**src/pbs_pkg.sv**
```systemverilog
package pbs_pkg;

  // Q16.16 limits and model constants
  localparam logic signed [31:0] VMAX = 32'sh7fff_ffff;
  localparam logic signed [31:0] VMIN = 32'sh8000_0000;
  localparam logic [31:0] PI_Q        = 32'd205887;
  localparam logic [31:0] TWO_PI_Q    = 32'd411775;
  localparam logic [31:0] HALF_PI_Q   = 32'd102944;
  localparam logic [31:0] K43_Q       = 32'd87381;
  localparam logic [31:0] LIM_POS_Q   = 32'd157286;
  localparam logic [31:0] FORCE_Q     = 32'd3276800;
  localparam logic [32:0] CORDIC_GAIN = 33'd652032874;

  localparam logic [5:0] RED_LAST = 6'd12;
  localparam logic [5:0] COR_LAST = 6'd27;
  localparam logic [5:0] DIV_LAST = 6'd47;

  localparam logic [1:0] ACT_LEFT  = 2'd0;
  localparam logic [1:0] ACT_RIGHT = 2'd2;

  // configuration register indexes
  localparam logic [2:0] REG_GRAVITY  = 3'd0;
  localparam logic [2:0] REG_MASS     = 3'd1;
  localparam logic [2:0] REG_LENGTH   = 3'd2;
  localparam logic [2:0] REG_INV_MASS = 3'd3;
  localparam logic [2:0] REG_TSTEP    = 3'd4;
  localparam logic [2:0] REG_SUBSTEPS = 3'd5;

  // datapath commands
  localparam logic [3:0] OP_NONE     = 4'd0;
  localparam logic [3:0] OP_ACCEPT   = 4'd1;
  localparam logic [3:0] OP_RESET_EP = 4'd2;
  localparam logic [3:0] OP_ENDED    = 4'd3;
  localparam logic [3:0] OP_LOAD_U   = 4'd4;
  localparam logic [3:0] OP_RED_INIT = 4'd5;
  localparam logic [3:0] OP_RED_STEP = 4'd6;
  localparam logic [3:0] OP_COR_INIT = 4'd7;
  localparam logic [3:0] OP_COR_STEP = 4'd8;
  localparam logic [3:0] OP_COR_FIN  = 4'd9;
  localparam logic [3:0] OP_MUL      = 4'd10;
  localparam logic [3:0] OP_WB       = 4'd11;
  localparam logic [3:0] OP_DIV_INIT = 4'd12;
  localparam logic [3:0] OP_DIV_STEP = 4'd13;
  localparam logic [3:0] OP_DIV_FIN  = 4'd14;
  localparam logic [3:0] OP_CHECK    = 4'd15;

  // operand and destination selects
  localparam logic [4:0] R_ZERO = 5'd0;
  localparam logic [4:0] R_ANG  = 5'd1;
  localparam logic [4:0] R_RATE = 5'd2;
  localparam logic [4:0] R_POS  = 5'd3;
  localparam logic [4:0] R_VEL  = 5'd4;
  localparam logic [4:0] R_U    = 5'd5;
  localparam logic [4:0] R_SX   = 5'd6;
  localparam logic [4:0] R_CX   = 5'd7;
  localparam logic [4:0] R_D2   = 5'd8;
  localparam logic [4:0] R_CML  = 5'd9;
  localparam logic [4:0] R_T0   = 5'd10;
  localparam logic [4:0] R_T1   = 5'd11;
  localparam logic [4:0] R_T2   = 5'd12;
  localparam logic [4:0] R_NUM  = 5'd13;
  localparam logic [4:0] R_DEN  = 5'd14;
  localparam logic [4:0] R_ACC  = 5'd15;
  localparam logic [4:0] R_G    = 5'd16;
  localparam logic [4:0] R_M    = 5'd17;
  localparam logic [4:0] R_L    = 5'd18;
  localparam logic [4:0] R_CM   = 5'd19;
  localparam logic [4:0] R_DT   = 5'd20;
  localparam logic [4:0] R_K43  = 5'd21;

  // micro-op modes
  localparam logic [1:0] M_MUL  = 2'd0;
  localparam logic [1:0] M_MADD = 2'd1;
  localparam logic [1:0] M_MSUB = 2'd2;
  localparam logic [1:0] M_ADD  = 2'd3;

  localparam logic [4:0] UOP_DEN  = 5'd11;
  localparam logic [4:0] UOP_LAST = 5'd16;

  typedef struct packed {
    logic [20:0] gravity;
    logic [18:0] pend_mass;
    logic [17:0] pend_length;
    logic [16:0] inv_total_mass;
    logic [12:0] time_step;
    logic [5:0]  substeps;
  } cfg_t;

  typedef struct packed {
    logic [3:0] op;
    logic [5:0] idx;
    logic [4:0] uop;
    logic       load_out;
  } cmd_t;

  typedef struct packed {
    logic over;
  } stat_t;

  typedef struct packed {
    logic [1:0] mode;
    logic [4:0] a;
    logic [4:0] b;
    logic [4:0] c;
    logic [4:0] dst;
  } uop_t;

  function automatic logic [29:0] atan_q30(input logic [4:0] i);
    logic [29:0] v;
    case (i)
      5'd0: v = 30'd843314856;
      5'd1: v = 30'd497837829;
      5'd2: v = 30'd263043836;
      5'd3: v = 30'd133525158;
      5'd4: v = 30'd67021686;
      5'd5: v = 30'd33543515;
      5'd6: v = 30'd16775850;
      5'd7: v = 30'd8388437;
      5'd8: v = 30'd4194282;
      5'd9: v = 30'd2097149;
      default: v = 30'd1 << (5'd30 - i);
    endcase
    return v;
  endfunction

  // one Euler substep after sine/cosine; the divide runs after UOP_DEN
  function automatic uop_t uop_rom(input logic [4:0] k);
    uop_t u;
    case (k)
      5'd0:  u = '{M_MUL,  R_RATE, R_RATE, R_ZERO, R_D2};
      5'd1:  u = '{M_MUL,  R_CM,   R_M,    R_ZERO, R_T0};
      5'd2:  u = '{M_MUL,  R_T0,   R_L,    R_ZERO, R_CML};
      5'd3:  u = '{M_MUL,  R_G,    R_SX,   R_ZERO, R_T0};
      5'd4:  u = '{M_MUL,  R_CML,  R_D2,   R_ZERO, R_T1};
      5'd5:  u = '{M_MUL,  R_SX,   R_CX,   R_ZERO, R_T2};
      5'd6:  u = '{M_MSUB, R_T1,   R_T2,   R_T0,   R_NUM};
      5'd7:  u = '{M_MUL,  R_CM,   R_CX,   R_ZERO, R_T0};
      5'd8:  u = '{M_MSUB, R_T0,   R_U,    R_NUM,  R_NUM};
      5'd9:  u = '{M_MUL,  R_CX,   R_CX,   R_ZERO, R_T0};
      5'd10: u = '{M_MUL,  R_K43,  R_L,    R_ZERO, R_T1};
      5'd11: u = '{M_MSUB, R_CML,  R_T0,   R_T1,   R_DEN};
      5'd12: u = '{M_MADD, R_RATE, R_DT,   R_ANG,  R_ANG};
      5'd13: u = '{M_MADD, R_ACC,  R_DT,   R_RATE, R_RATE};
      5'd14: u = '{M_MADD, R_VEL,  R_DT,   R_POS,  R_POS};
      5'd15: u = '{M_ADD,  R_U,    R_SX,   R_ZERO, R_T0};
      5'd16: u = '{M_MADD, R_T0,   R_DT,   R_VEL,  R_VEL};
      default: u = '{M_MUL, R_ZERO, R_ZERO, R_ZERO, R_ZERO};
    endcase
    return u;
  endfunction

  function automatic logic signed [31:0] sat34(input logic signed [33:0] v);
    logic signed [31:0] r;
    if (v > 34'(VMAX)) begin
      r = VMAX;
    end else if (v < 34'(VMIN)) begin
      r = VMIN;
    end else begin
      r = v[31:0];
    end
    return r;
  endfunction

endpackage

```
**src/pbs_cfg.sv**
```systemverilog
module pbs_cfg import pbs_pkg::*; (
  input  logic        clk,
  input  logic        rst_n,
  input  logic        cfg_psel,
  input  logic        cfg_penable,
  input  logic        cfg_pwrite,
  input  logic [4:0]  cfg_paddr,
  input  logic [31:0] cfg_pwdata,
  output logic [31:0] cfg_prdata,
  output logic        cfg_pready,
  output cfg_t        cfg
);

  cfg_t       cfg_r;
  logic       wr_en;
  logic [2:0] idx;

  assign cfg_pready = 1'b1;
  assign idx        = cfg_paddr[4:2];
  assign wr_en      = cfg_psel && cfg_penable && cfg_pwrite && cfg_pready;
  assign cfg        = cfg_r;

  always_ff @(posedge clk) begin
    if (!rst_n) begin
      cfg_r.gravity        <= 21'd642253;
      cfg_r.pend_mass      <= 19'd131072;
      cfg_r.pend_length    <= 18'd32768;
      cfg_r.inv_total_mass <= 17'd6554;
      cfg_r.time_step      <= 13'd655;
      cfg_r.substeps       <= 6'd11;
    end else if (wr_en) begin
      case (idx)
        REG_GRAVITY:  cfg_r.gravity        <= cfg_pwdata[20:0];
        REG_MASS:     cfg_r.pend_mass      <= cfg_pwdata[18:0];
        REG_LENGTH:   cfg_r.pend_length    <= cfg_pwdata[17:0];
        REG_INV_MASS: cfg_r.inv_total_mass <= cfg_pwdata[16:0];
        REG_TSTEP:    cfg_r.time_step      <= cfg_pwdata[12:0];
        REG_SUBSTEPS: cfg_r.substeps       <= cfg_pwdata[5:0];
        default: ;
      endcase
    end
  end

  always_comb begin
    case (idx)
      REG_GRAVITY:  cfg_prdata = {11'd0, cfg_r.gravity};
      REG_MASS:     cfg_prdata = {13'd0, cfg_r.pend_mass};
      REG_LENGTH:   cfg_prdata = {14'd0, cfg_r.pend_length};
      REG_INV_MASS: cfg_prdata = {15'd0, cfg_r.inv_total_mass};
      REG_TSTEP:    cfg_prdata = {19'd0, cfg_r.time_step};
      REG_SUBSTEPS: cfg_prdata = {26'd0, cfg_r.substeps};
      default:      cfg_prdata = 32'd0;
    endcase
  end

endmodule

```
**config.mk**
```make
export PLATFORM = sky130hd
export DESIGN_NAME = pbs_cfg
export DESIGN_NICKNAME = d
export VERILOG_FILES = /design/src/pbs_pkg.sv /design/src/pbs_cfg.sv
export SDC_FILE = /design/constraint.sdc
export NUM_CORES = 1
export LEC_CHECK = 0
export BUFFER_PORTS_ARGS = -buffer_cell sky130_fd_sc_hd__buf_2
export CORE_ASPECT_RATIO = 1.5
export CORE_MARGIN = 2
export CORE_UTILIZATION = 44
export CTS_CLUSTER_DIAMETER = 30
export CTS_CLUSTER_SIZE = 8
export DETAILED_ROUTE_END_ITERATION = 12
export PLACE_DENSITY = 0.77
export SETUP_SLACK_MARGIN = 0.02
export SYNTH_ARGS = -nofsm -noshare
export SYNTH_HDL_FRONTEND = slang
export SYNTH_SLANG_ARGS = --single-unit
```
**constraint.sdc**
```tcl
create_clock -name clk -period 1.49 [get_ports clk]
set_input_delay 0.298 -clock clk [delete_from_list [all_inputs] [get_ports clk]]
set_output_delay 0.298 -clock clk [all_outputs]
set_load 0.01 [all_outputs]
```
==> results.md <==
* Number of synthesized flops with an enable pin at 0
* Reg clk slew, reported paths at 60 ps
* Layout area overhead at 46.4%
* Routed len/inst at 18.3 um
* Top cell type's share of synthesized area at 42.4%
* CP required at 1190 ps
* Final TNS setup at -2200 ps
* Failing checks: negative setup slack
* Synth top cells by count: dfxtp_1 (94), mux2i_1 (89), nand2_1 (85)
* CTS Buf Count at 9
* Sequential power share at 44.6%
* Skew-Pair Late Insertion Delay at 340 ps
* Switching share of total power at 23.3%
* Largest net degree at the start of global routing at 44
* Synth area leaders: dfxtp_1 (42%), mux2i_1 (20%), nand2_1 (7.2%)
* Pre-CTS setup slack at -246 ps
* Final wirelength at 14400 um
* H-Tree Depth at 3
* Clock Skews at 0 ps
* Peak supply drop at 0.944 mV
* Distinct cells, synth at 37
* Hold worst-path end: cfg[93]
* Synth Area in XOR/XNOR at 0%
* Clock Sinks at 94
* Final setup margin at -210 ps
* Largest family of logic cells by synthesized area: multiplexers
* Outcome: finished with violations
* NetSw at 0.00134 W
* Mapped cell area at 4440 um2
* Post-CTS Hold Fix Bufs at 0
* GRT Total Usage at 25.7%
* Async set or reset register ratio after synthesis at 0%
* Final setup fails at 15
* I/O pins at 169
* Clk network pwr share at 42.9%
* CP max FO at 2
* Routed Antenna Nets at 0
* Seq cells post-synth at 94
* CP Capture Type: output pin
* Worst path slowest cell: mux4_2
* Unrepaired setup endpoints after global routing: yes
* Compound-Gate Fraction of Synth Area at 13.1%
* Total die area at 10900 um2
* Worst hold slack at 203 ps
* Synth Area per Inst at 9.41 um2
* Cell taking the most area after synthesis: dfxtp_1
* Max cap viols at 0
* CTS tree: done
* Hold_sp: cfg_pwdata[20]
* Most used flip-flop cell after synthesis: dfxtp_1
* Crit Path Class: reg -> out
* Initial antenna violation count at 0
* Vias at 4341
* Vias in the first global route at 4222
* Adder-cell area share of the yosys netlist at 0%
* Worst hold path class: in -> reg
* Max stage delay on crit path at 470 ps
* Slew Limit Fails at 0
* Port-buffer cells at 143
* Number of DRC markers in iteration 0 at 252
* FP Rows at 44
* Layout Nets at 710
* Die height at 127 um
* Pwr dens at 882 nW/um2
* Hold depth at 3
* Final hold violation count at 0
* R2R Path End: cfg[35]
* R2R depth at 4
* RD Place Congestion at 0.815
* Pint at 0.00439 W
* P_leak at 3.04 nW
* Cells after Synth at 472
* First-pass GRT wire length at 22000 um
* Combinational fraction of design power at 12.5%
* Final worst-path cycle share at 114%
* WP data arrival at 1400 ps
* Most common cell in the netlist: dfxtp_1
* Yosys warns at 0
* R2R setup slack at 670 ps
* Sequential area share after synthesis at 42.4%
* FMAX at 0.588 GHz
* Ant diodes at 0
* Post-synthesis mux area share at 23.9%
* Synth Area in Simple Gates at 12.1%
* CP Cell Sequence: mux4_2, and2_4, buf_6
* Number of flip-flops under the largest register name at 94
* RR Startpoint: cfg[35]
* Share of cells above drive strength 1 at 48.0%
* Drt pass-1 iters at 4
* Drt via density at 5.51
* CTS Root Cell: clkbuf_16
* Total gr overflow at 0
* Min Tclk post-route at 1700 ps
* DRC viols at 0
* Hpwl dp at 9640 um
* Die Wd at 86.0 um
* Core area at 9740 um2
* Initial Util at 45.6%
* CP Launch Type: register
* Clock Path Buffers at 2
-- cell usage in the layout, fill, tap and decap left out, types with 4 or more instances in the layout --
cell and instances:
mux2i_1 87, nor2_1 11, buf_2 136, buf_12 14, buf_6 10, o211ai_1 20
dfxtp_1 54, nand2_1 85, clkbuf_16 9, o21a_1 6, inv_1 20, conb_1 12
o21ai_0 29, mux4_2 4, buf_8 4, dfxtp_2 40, o311ai_0 9, a221oi_2 6
buf_4 62, mux2_4 4
-- how the worst max path moves through the flow --
stage               slack [ps]  cells past startpoint    startpoint              to
global placement          -230                      6  cfg_paddr[3]   cfg_prdata[7]
floorplan                    1                      5  cfg_paddr[3]  cfg_prdata[10]
finish                    -210                      3       cfg[32]  cfg_prdata[13]
global route              -250                      4       cfg[82]   cfg_prdata[9]
detailed placement        -250                      6  cfg_paddr[3]   cfg_prdata[7]
CTS                       -200                      3       cfg[32]  cfg_prdata[13]
-- layout make-up --
cell class                 instances  area (um2)
fill                             749        3240
clock inverter                     4        70.1
inverter                          20        75.1
tap                              115         144
clock buffer                      12         246
sequential                        94        1930
multi-input combinational        315        2370
timing repair buffer             228        1660
-- stage by stage --
stage / total power [W] / instances / cell area (um2) / util, %
after detailed placement: 0.00321 / 738 / 5610 / 57.6
after floorplan: 0.00298 / 482 / 4570 / -
after CTS: 0.00571 / 780 / 6340 / 65.1
after global placement: 0.00320 / 738 / 5610 / 57.6
final: 0.00573 / 788 / 6500 / 66.7
after global routing: 0.00591 / 788 / 6500 / 66.7
-- critical path: cells and delay by family (launching register included) --
family	cells	cell delay [ps]
multiplexers	1	470
flip-flops	1	320
AND/OR/NAND/NOR	1	160
buffers and inverters	1	110
-- cells by family after synthesis --
group	count (synthesis)
and+or+nand+nor	118
muxes	100
DFF	94
AOI/OAI and AO/OA	85
buffers and inverters	73
other	2
-- power by group through the flow --
stage	Clock [W]	Combinational (W)	Sequential, W
floorplan	0	0.000361	0.00262
global placement	0	0.000587	0.00261
detailed placement	0	0.000596	0.00261
CTS	0.00247	0.000683	0.00255
global route	0.00259	0.000768	0.00256
finish	0.00246	0.000718	0.00256
-- repair_timing --
item	in CTS	in global routing
setup buffers	24	8
gates cloned	2	0
gates resized for setup	66	27
endpoints found under the setup margin	21	20
hold endpoints to repair	0	0
pin swaps	12	11
-- routing by layer --
| metal | share of wire [%] | track usage [%] | vias to the layer above |
|---|---|---|---|
| met5 | 0 | 0 | - |
| met3 | 6.4 | 5.17 | 43 |
| met4 | 3.9 | 14.3 | 0 |
| met1 | 38 | 30.1 | 2101 |
| met2 | 52 | 43.5 | 184 |
| li1 | - | - | 2013 |
Note: power is estimated with default switching activity, not from simulation.
