$ cat config.mk
export PLATFORM = sky130hd
export DESIGN_NAME = pbs_ctrl
export DESIGN_NICKNAME = d
export VERILOG_FILES = /design/src/pbs_pkg.sv /design/src/pbs_ctrl.sv
export SDC_FILE = /design/constraint.sdc
export NUM_CORES = 1
export LEC_CHECK = 0
export BUFFER_PORTS_ARGS = -buffer_cell sky130_fd_sc_hd__buf_2
export CORE_UTILIZATION = 30
export CTS_CLUSTER_SIZE = 16
export DETAILED_ROUTE_END_ITERATION = 8
export SKIP_CTS_REPAIR_TIMING = 1
export SLEW_MARGIN = 20
export SYNTH_ARGS = -nofsm -noshare
export SYNTH_HDL_FRONTEND = slang
export SYNTH_SLANG_ARGS = --single-unit
export TNS_END_PERCENT = 5
$ cat constraint.sdc
create_clock -name clk -period 3.4 [get_ports clk]
set_clock_uncertainty 0.05 [all_clocks]
set_input_delay 0.51 -clock clk [delete_from_list [all_inputs] [get_ports clk]]
set_output_delay 0.51 -clock clk [all_outputs]
set_load 0.01 [all_outputs]
$ cat src/pbs_pkg.sv
package pbs_pkg;

  // Q16.16 limits and model constants
  localparam logic signed [31:0] VMAX = 32'sh7fff_ffff;
  localparam logic signed [31:0] VMIN = 32'sh8000_0000;
  localparam logic [31:0] PI_Q        = 32'd205887;
  localparam logic [31:0] TWO_PI_Q    = 32'd411775;
  localparam logic [31:0] HALF_PI_Q   = 32'd102944;
  localparam logic [31:0] K43_Q       = 32'd87381;
  localparam logic [31:0] LIM_POS_Q   = 32'd157286;
  localparam logic [31:0] FORCE_Q     = 32'd3276800;
  localparam logic [32:0] CORDIC_GAIN = 33'd652032874;

  localparam logic [5:0] RED_LAST = 6'd12;
  localparam logic [5:0] COR_LAST = 6'd27;
  localparam logic [5:0] DIV_LAST = 6'd47;

  localparam logic [1:0] ACT_LEFT  = 2'd0;
  localparam logic [1:0] ACT_RIGHT = 2'd2;

  // configuration register indexes
  localparam logic [2:0] REG_GRAVITY  = 3'd0;
  localparam logic [2:0] REG_MASS     = 3'd1;
  localparam logic [2:0] REG_LENGTH   = 3'd2;
  localparam logic [2:0] REG_INV_MASS = 3'd3;
  localparam logic [2:0] REG_TSTEP    = 3'd4;
  localparam logic [2:0] REG_SUBSTEPS = 3'd5;

  // datapath commands
  localparam logic [3:0] OP_NONE     = 4'd0;
  localparam logic [3:0] OP_ACCEPT   = 4'd1;
  localparam logic [3:0] OP_RESET_EP = 4'd2;
  localparam logic [3:0] OP_ENDED    = 4'd3;
  localparam logic [3:0] OP_LOAD_U   = 4'd4;
  localparam logic [3:0] OP_RED_INIT = 4'd5;
  localparam logic [3:0] OP_RED_STEP = 4'd6;
  localparam logic [3:0] OP_COR_INIT = 4'd7;
  localparam logic [3:0] OP_COR_STEP = 4'd8;
  localparam logic [3:0] OP_COR_FIN  = 4'd9;
  localparam logic [3:0] OP_MUL      = 4'd10;
  localparam logic [3:0] OP_WB       = 4'd11;
  localparam logic [3:0] OP_DIV_INIT = 4'd12;
  localparam logic [3:0] OP_DIV_STEP = 4'd13;
  localparam logic [3:0] OP_DIV_FIN  = 4'd14;
  localparam logic [3:0] OP_CHECK    = 4'd15;

  // operand and destination selects
  localparam logic [4:0] R_ZERO = 5'd0;
  localparam logic [4:0] R_ANG  = 5'd1;
  localparam logic [4:0] R_RATE = 5'd2;
  localparam logic [4:0] R_POS  = 5'd3;
  localparam logic [4:0] R_VEL  = 5'd4;
  localparam logic [4:0] R_U    = 5'd5;
  localparam logic [4:0] R_SX   = 5'd6;
  localparam logic [4:0] R_CX   = 5'd7;
  localparam logic [4:0] R_D2   = 5'd8;
  localparam logic [4:0] R_CML  = 5'd9;
  localparam logic [4:0] R_T0   = 5'd10;
  localparam logic [4:0] R_T1   = 5'd11;
  localparam logic [4:0] R_T2   = 5'd12;
  localparam logic [4:0] R_NUM  = 5'd13;
  localparam logic [4:0] R_DEN  = 5'd14;
  localparam logic [4:0] R_ACC  = 5'd15;
  localparam logic [4:0] R_G    = 5'd16;
  localparam logic [4:0] R_M    = 5'd17;
  localparam logic [4:0] R_L    = 5'd18;
  localparam logic [4:0] R_CM   = 5'd19;
  localparam logic [4:0] R_DT   = 5'd20;
  localparam logic [4:0] R_K43  = 5'd21;

  // micro-op modes
  localparam logic [1:0] M_MUL  = 2'd0;
  localparam logic [1:0] M_MADD = 2'd1;
  localparam logic [1:0] M_MSUB = 2'd2;
  localparam logic [1:0] M_ADD  = 2'd3;

  localparam logic [4:0] UOP_DEN  = 5'd11;
  localparam logic [4:0] UOP_LAST = 5'd16;

  typedef struct packed {
    logic [20:0] gravity;
    logic [18:0] pend_mass;
    logic [17:0] pend_length;
    logic [16:0] inv_total_mass;
    logic [12:0] time_step;
    logic [5:0]  substeps;
  } cfg_t;

  typedef struct packed {
    logic [3:0] op;
    logic [5:0] idx;
    logic [4:0] uop;
    logic       load_out;
  } cmd_t;

  typedef struct packed {
    logic over;
  } stat_t;

  typedef struct packed {
    logic [1:0] mode;
    logic [4:0] a;
    logic [4:0] b;
    logic [4:0] c;
    logic [4:0] dst;
  } uop_t;

  function automatic logic [29:0] atan_q30(input logic [4:0] i);
    logic [29:0] v;
    case (i)
      5'd0: v = 30'd843314856;
      5'd1: v = 30'd497837829;
      5'd2: v = 30'd263043836;
      5'd3: v = 30'd133525158;
      5'd4: v = 30'd67021686;
      5'd5: v = 30'd33543515;
      5'd6: v = 30'd16775850;
      5'd7: v = 30'd8388437;
      5'd8: v = 30'd4194282;
      5'd9: v = 30'd2097149;
      default: v = 30'd1 << (5'd30 - i);
    endcase
    return v;
  endfunction

  // one Euler substep after sine/cosine; the divide runs after UOP_DEN
  function automatic uop_t uop_rom(input logic [4:0] k);
    uop_t u;
    case (k)
      5'd0:  u = '{M_MUL,  R_RATE, R_RATE, R_ZERO, R_D2};
      5'd1:  u = '{M_MUL,  R_CM,   R_M,    R_ZERO, R_T0};
      5'd2:  u = '{M_MUL,  R_T0,   R_L,    R_ZERO, R_CML};
      5'd3:  u = '{M_MUL,  R_G,    R_SX,   R_ZERO, R_T0};
      5'd4:  u = '{M_MUL,  R_CML,  R_D2,   R_ZERO, R_T1};
      5'd5:  u = '{M_MUL,  R_SX,   R_CX,   R_ZERO, R_T2};
      5'd6:  u = '{M_MSUB, R_T1,   R_T2,   R_T0,   R_NUM};
      5'd7:  u = '{M_MUL,  R_CM,   R_CX,   R_ZERO, R_T0};
      5'd8:  u = '{M_MSUB, R_T0,   R_U,    R_NUM,  R_NUM};
      5'd9:  u = '{M_MUL,  R_CX,   R_CX,   R_ZERO, R_T0};
      5'd10: u = '{M_MUL,  R_K43,  R_L,    R_ZERO, R_T1};
      5'd11: u = '{M_MSUB, R_CML,  R_T0,   R_T1,   R_DEN};
      5'd12: u = '{M_MADD, R_RATE, R_DT,   R_ANG,  R_ANG};
      5'd13: u = '{M_MADD, R_ACC,  R_DT,   R_RATE, R_RATE};
      5'd14: u = '{M_MADD, R_VEL,  R_DT,   R_POS,  R_POS};
      5'd15: u = '{M_ADD,  R_U,    R_SX,   R_ZERO, R_T0};
      5'd16: u = '{M_MADD, R_T0,   R_DT,   R_VEL,  R_VEL};
      default: u = '{M_MUL, R_ZERO, R_ZERO, R_ZERO, R_ZERO};
    endcase
    return u;
  endfunction

  function automatic logic signed [31:0] sat34(input logic signed [33:0] v);
    logic signed [31:0] r;
    if (v > 34'(VMAX)) begin
      r = VMAX;
    end else if (v < 34'(VMIN)) begin
      r = VMIN;
    end else begin
      r = v[31:0];
    end
    return r;
  endfunction

endpackage

$ cat src/pbs_ctrl.sv
module pbs_ctrl import pbs_pkg::*; (
  input  logic       clk,
  input  logic       rst_n,
  input  logic       in_valid,
  input  logic       in_kind,
  output logic       in_stall,
  output logic       out_valid,
  input  logic       out_stall,
  input  logic [5:0] substeps,
  input  stat_t      stat,
  output cmd_t       cmd
);

  localparam logic [3:0] S_IDLE     = 4'd0;
  localparam logic [3:0] S_RST_EP   = 4'd1;
  localparam logic [3:0] S_ENDED    = 4'd2;
  localparam logic [3:0] S_LOAD_U   = 4'd3;
  localparam logic [3:0] S_RED_INIT = 4'd4;
  localparam logic [3:0] S_RED      = 4'd5;
  localparam logic [3:0] S_COR_INIT = 4'd6;
  localparam logic [3:0] S_COR      = 4'd7;
  localparam logic [3:0] S_COR_FIN  = 4'd8;
  localparam logic [3:0] S_MUL      = 4'd9;
  localparam logic [3:0] S_WB       = 4'd10;
  localparam logic [3:0] S_DIV_INIT = 4'd11;
  localparam logic [3:0] S_DIV      = 4'd12;
  localparam logic [3:0] S_DIV_FIN  = 4'd13;
  localparam logic [3:0] S_CHECK    = 4'd14;
  localparam logic [3:0] S_DONE     = 4'd15;

  logic [3:0] state_r, state_nxt;
  logic [5:0] cnt_r, cnt_nxt;
  logic [5:0] sub_r, sub_nxt;
  logic [4:0] uop_r, uop_nxt;
  logic       out_valid_r, out_valid_nxt;

  assign in_stall  = (state_r != S_IDLE);
  assign out_valid = out_valid_r;

  always_comb begin
    state_nxt    = state_r;
    cnt_nxt      = cnt_r;
    sub_nxt      = sub_r;
    uop_nxt      = uop_r;
    cmd          = '0;
    cmd.idx      = cnt_r;
    cmd.uop      = uop_r;
    case (state_r)
      S_IDLE: begin
        if (in_valid) begin
          cmd.op = OP_ACCEPT;
          if (in_kind) begin
            state_nxt = S_RST_EP;
          end else if (stat.over) begin
            state_nxt = S_ENDED;
          end else begin
            state_nxt = S_LOAD_U;
          end
        end
      end
      S_RST_EP: begin
        cmd.op    = OP_RESET_EP;
        state_nxt = S_DONE;
      end
      S_ENDED: begin
        cmd.op    = OP_ENDED;
        state_nxt = S_DONE;
      end
      S_LOAD_U: begin
        cmd.op    = OP_LOAD_U;
        sub_nxt   = '0;
        state_nxt = (substeps == 6'd0) ? S_CHECK : S_RED_INIT;
      end
      S_RED_INIT: begin
        cmd.op    = OP_RED_INIT;
        cnt_nxt   = RED_LAST;
        state_nxt = S_RED;
      end
      S_RED: begin
        cmd.op = OP_RED_STEP;
        if (cnt_r == 6'd0) begin
          state_nxt = S_COR_INIT;
        end else begin
          cnt_nxt = cnt_r - 6'd1;
        end
      end
      S_COR_INIT: begin
        cmd.op    = OP_COR_INIT;
        cnt_nxt   = '0;
        state_nxt = S_COR;
      end
      S_COR: begin
        cmd.op = OP_COR_STEP;
        if (cnt_r == COR_LAST) begin
          state_nxt = S_COR_FIN;
        end else begin
          cnt_nxt = cnt_r + 6'd1;
        end
      end
      S_COR_FIN: begin
        cmd.op    = OP_COR_FIN;
        uop_nxt   = '0;
        state_nxt = S_MUL;
      end
      S_MUL: begin
        cmd.op    = OP_MUL;
        state_nxt = S_WB;
      end
      S_WB: begin
        cmd.op = OP_WB;
        if (uop_r == UOP_DEN) begin
          state_nxt = S_DIV_INIT;
        end else if (uop_r == UOP_LAST) begin
          sub_nxt   = sub_r + 6'd1;
          state_nxt = (sub_nxt == substeps) ? S_CHECK : S_RED_INIT;
        end else begin
          uop_nxt   = uop_r + 5'd1;
          state_nxt = S_MUL;
        end
      end
      S_DIV_INIT: begin
        cmd.op    = OP_DIV_INIT;
        cnt_nxt   = DIV_LAST;
        state_nxt = S_DIV;
      end
      S_DIV: begin
        cmd.op = OP_DIV_STEP;
        if (cnt_r == 6'd0) begin
          state_nxt = S_DIV_FIN;
        end else begin
          cnt_nxt = cnt_r - 6'd1;
        end
      end
      S_DIV_FIN: begin
        cmd.op    = OP_DIV_FIN;
        uop_nxt   = UOP_DEN + 5'd1;
        state_nxt = S_MUL;
      end
      S_CHECK: begin
        cmd.op    = OP_CHECK;
        state_nxt = S_DONE;
      end
      S_DONE: begin
        // hold the result until the output register frees up
        if (!out_valid_r || !out_stall) begin
          cmd.load_out = 1'b1;
          state_nxt    = S_IDLE;
        end
      end
      default: state_nxt = S_IDLE;
    endcase
  end

  always_comb begin
    if (cmd.load_out) begin
      out_valid_nxt = 1'b1;
    end else if (!out_stall) begin
      out_valid_nxt = 1'b0;
    end else begin
      out_valid_nxt = out_valid_r;
    end
  end

  always_ff @(posedge clk) begin
    if (!rst_n) begin
      state_r     <= S_IDLE;
      cnt_r       <= '0;
      sub_r       <= '0;
      uop_r       <= '0;
      out_valid_r <= 1'b0;
    end else begin
      state_r     <= state_nxt;
      cnt_r       <= cnt_nxt;
      sub_r       <= sub_nxt;
      uop_r       <= uop_nxt;
      out_valid_r <= out_valid_nxt;
    end
  end

`ifndef ASSERT_OFF
  a_load_to_idle: assert property (@(posedge clk) disable iff (!rst_n)
    cmd.load_out |=> (out_valid_r && state_r == S_IDLE))
    else $error("result load did not return to idle with a valid result");

  a_cor_range: assert property (@(posedge clk) disable iff (!rst_n)
    (state_r == S_COR) |-> (cnt_r <= COR_LAST))
    else $error("rotation index out of range");

  a_uop_range: assert property (@(posedge clk) disable iff (!rst_n)
    (state_r == S_MUL || state_r == S_WB) |-> (uop_r <= UOP_LAST))
    else $error("micro-op index out of range");

  a_div_entry: assert property (@(posedge clk) disable iff (!rst_n)
    (state_r == S_DIV_INIT) |-> ($past(state_r) == S_WB && $past(uop_r) == UOP_DEN))
    else $error("divide started before the denominator was written");
`endif

endmodule

==> results.yml <==
status:
  status: "finished, final reports clean"
clock_tree:
  cts_inserted_buffers: 3
  cts-root-buf: "clkbuf_8"
  clockBufferDepth: 2
  insertion_delay_ps: 260
  clkTransAtPathRegs_ps: 90
  h-tree-depth: 1
  cts_tree: "done"
  clock_sinks: 22
synth:
  synthCells: 245
  syn_area_um2: 1950
  synth-seq-cells: 22
  synth_nets: 269
  synth_edf_count: 0
  yosysSeqAreaShare_pct: 22.6
  synth-main-ff-cell: "dfxtp_1"
  ys_types: 63
  synthArstFlopShare_pct: 0
  avgSynthCellArea_um2: 7.95
  yosysWarnings: 0
setup_path:
  required_ps: 3480
  worstReg2RegStart: "state_r[1]$_SDFFE_PN0P_"
  path_class: "flop to flop"
  slowest_stage: "or4b_2"
  crit_path_max_fanout: 10
  timing.reg2reg.setup_slack_ps: 480
  startpoint_type: "flop"
  r2r-end: "cnt_r[5]$_SDFFE_PN0P_"
  slowest_delay_ps: 620
  cp.arrival_ps: 3010
  critical_path.cell_chain: "inv_1 -> ha_1 -> mux2_2 -> and2_4 -> ha_1 -> o21ai_0 -> or4b_2 -> o2111ai_1 -> mux2i_1 -> a21oi_1"
  end_kind: "flop"
  crit_top_cell: "ha_1"
  reg2reg_depth: 10
drt:
  routed_wl_mm: 4.95
  first_iter_violations: 105
  ant_nets: 0
  drc: 0
  via_per_inst: 5.51
  dr_total_vias: 1890
  drt_pass1_iterations: 4
  wl_per_cell_um: 14.4
grt:
  grt_usage_pct: 15.5
  grt_start_max_net_pins: 22
  grt_overflow_total: 0
  grtUsageMet2_pct: 26.1
  antenna_found_initial: 0
  grt-busiest-layer: "met2"
  use_met3_pct: 2.97
  grt_pass1_vias: 1702
  use_met1_pct: 20.6
  grt_pass1_wl_mm: 8.02
pwr:
  p_leak_nw: 0.884
  powerDensity_nw_per_um2: 667
  vdd_drop_max_mv: 0.366
die:
  num_rows: 28
  die_width_um: 82.6
  start_util_pct: 32.0
  fp.coreArea_um2: 6100
  die_h_um: 82.6
  dieArea_um2: 6820
  io_pins: 30
place:
  place.gp.congestion: 0.845
  post_dp_cell_area_um2: 2140
  io_buffers: 29
  dpl.hpwl_mm: 3.76
hold_path:
  holdPathStages: 2
  hold_end: "out_valid$_SDFFE_PN0P_"
  holdCritStartpoint: "out_valid$_SDFFE_PN0P_"
  hp-class: "flop to flop"
sta:
  finalMaxSlewViolations: 0
  period_share_pct: 86.0
  rsz0062_at_grt: "no"
  slew_headroom_pct: 33.4
  fmax_ghz: 0.342
  finalSetupTns_ps: 0
  worstMarginPinSlew_ps: 987
  min_period_ps: 2920
  setup_violations: 0
  finalHoldViolations: 0
flow_run:
  cap_violations: 0
layout:
  final_util_pct: 35.7
  mostFrequentLayoutCell: "buf_2"
  layout.nets: 294
  diodes: 0
  fin_area_um2: 2180
  fillers: 666
  multi_input_area_um2: 1390
  regArea_um2: 440
  syn_to_final_growth_pct: 11.8
  drive_above_1_share_pct: 18.7
  mostFrequentLayoutCells: "29 x buf_2, 27 x a21oi_1, 22 x dfxtp_1"
[layer usage]
layer	up-vias	wire, um
met3	4	230
met5	-	0
met4	0	46
met1	886	2340
li1	963	-
met2	37	2330
[how the worst max path moves through the flow]
| stage | startpoint | endpoint | slack [ps] | cells past startpoint |
|---|---|---|---|---|
| 4_1_cts | state_r[1]$_SDFFE_PN0P_ | cnt_r[5]$_SDFFE_PN0P_ | 470 | 10 |
| 3_3_place_gp | state_r[1]$_SDFFE_PN0P_ | cnt_r[5]$_SDFFE_PN0P_ | 570 | 10 |
| 6_report | state_r[1]$_SDFFE_PN0P_ | cnt_r[5]$_SDFFE_PN0P_ | 480 | 10 |
| 5_1_grt | state_r[1]$_SDFFE_PN0P_ | cnt_r[5]$_SDFFE_PN0P_ | 300 | 10 |
| 3_5_place_dp | state_r[1]$_SDFFE_PN0P_ | cnt_r[5]$_SDFFE_PN0P_ | 490 | 10 |
| 2_1_floorplan | state_r[1]$_SDFFE_PN0P_ | cnt_r[5]$_SDFFE_PN0P_ | 590 | 12 |
[final cells by class]
type	instances	share of cell area [%]
flip-flops and latches	22	20.2
clock buffers	3	1.90
inverters	12	2.18
well taps	75	4.31
repair buffers	32	7.70
multi-input cells	199	63.7
[cells in the mapped netlist, types with 3 or more instances]
| library cell | instances | area (um^2) |
|---|---|---|
| nand3b_1 | 4 | 30.0 |
| nand2b_1 | 5 | 31.3 |
| o21ai_0 | 12 | 60.1 |
| nor3_1 | 10 | 50.1 |
| or3_1 | 4 | 25.0 |
| nand3_1 | 8 | 40.0 |
| o211a_1 | 4 | 40.0 |
| buf_4 | 3 | 22.5 |
| clkbuf_1 | 6 | 22.5 |
| xnor2_1 | 5 | 43.8 |
| or2_2 | 4 | 25.0 |
| xor2_1 | 5 | 43.8 |
| inv_1 | 11 | 41.3 |
| nor2_1 | 17 | 63.8 |
| o21a_1 | 6 | 45.0 |
| ha_1 | 11 | 138 |
| nor2b_1 | 4 | 25.0 |
| dfxtp_1 | 22 | 440 |
| nand4_1 | 3 | 18.8 |
| nand2_1 | 12 | 45.0 |
| nor4_1 | 3 | 18.8 |
| nor3b_1 | 4 | 30.0 |
| a21oi_1 | 27 | 135 |
| o211ai_1 | 4 | 30.0 |
[worst max-delay path: cells and delay by family (launching register included)]
family | cells | cell delay, ps
AOI/OAI and AO/OA | 3 | 310
and+or+nand+nor | 2 | 830
muxes | 2 | 490
adders and majority gates | 2 | 630
buffers and inverters | 1 | 80
DFF | 1 | 390
[sequential cells by signal, indices dropped and copies added (netlist names)]
signal     count
sub_r          6
cnt_r          6
uop_r          5
state_r        4
out_valid      1
[stage by stage]
| stage | total power (W) | worst slack [ps] | std cells | hold slack (ps) |
|---|---|---|---|---|
| 2_1_floorplan | 0.00107 | 592 | 245 | 420 |
| 3_3_place_gp | 0.00127 | 570 | 340 | 431 |
| 3_5_place_dp | 0.00128 | 488 | 340 | 441 |
| 4_1_cts | 0.00145 | 472 | 343 | 453 |
| 5_1_grt | 0.00157 | 296 | 343 | 474 |
| 6_report | 0.00145 | 476 | 343 | 451 |
[where the power goes]
group,internal (W),switching [W],leakage (nW)
Combinational,0.000380,0.000549,0.684
Sequential,0.000301,0.0000496,0.179
Clock,0.0000793,0.0000941,0.0216
Total,0.000760,0.000693,0.884
[logic make-up (layout without fill, tap and decap cells)]
family	Yosys count	in the layout	synth area share [%]
and+or+nand+nor	93	93	28.1
AOI/OAI and AO/OA	82	82	29.4
buffers and inverters	24	47	6.17
DFF	22	22	22.6
adders and majority gates	12	12	8.09
xor gates and xnor gates	10	10	4.50
muxes	2	2	1.09
(Power assumes the default switching activity.)
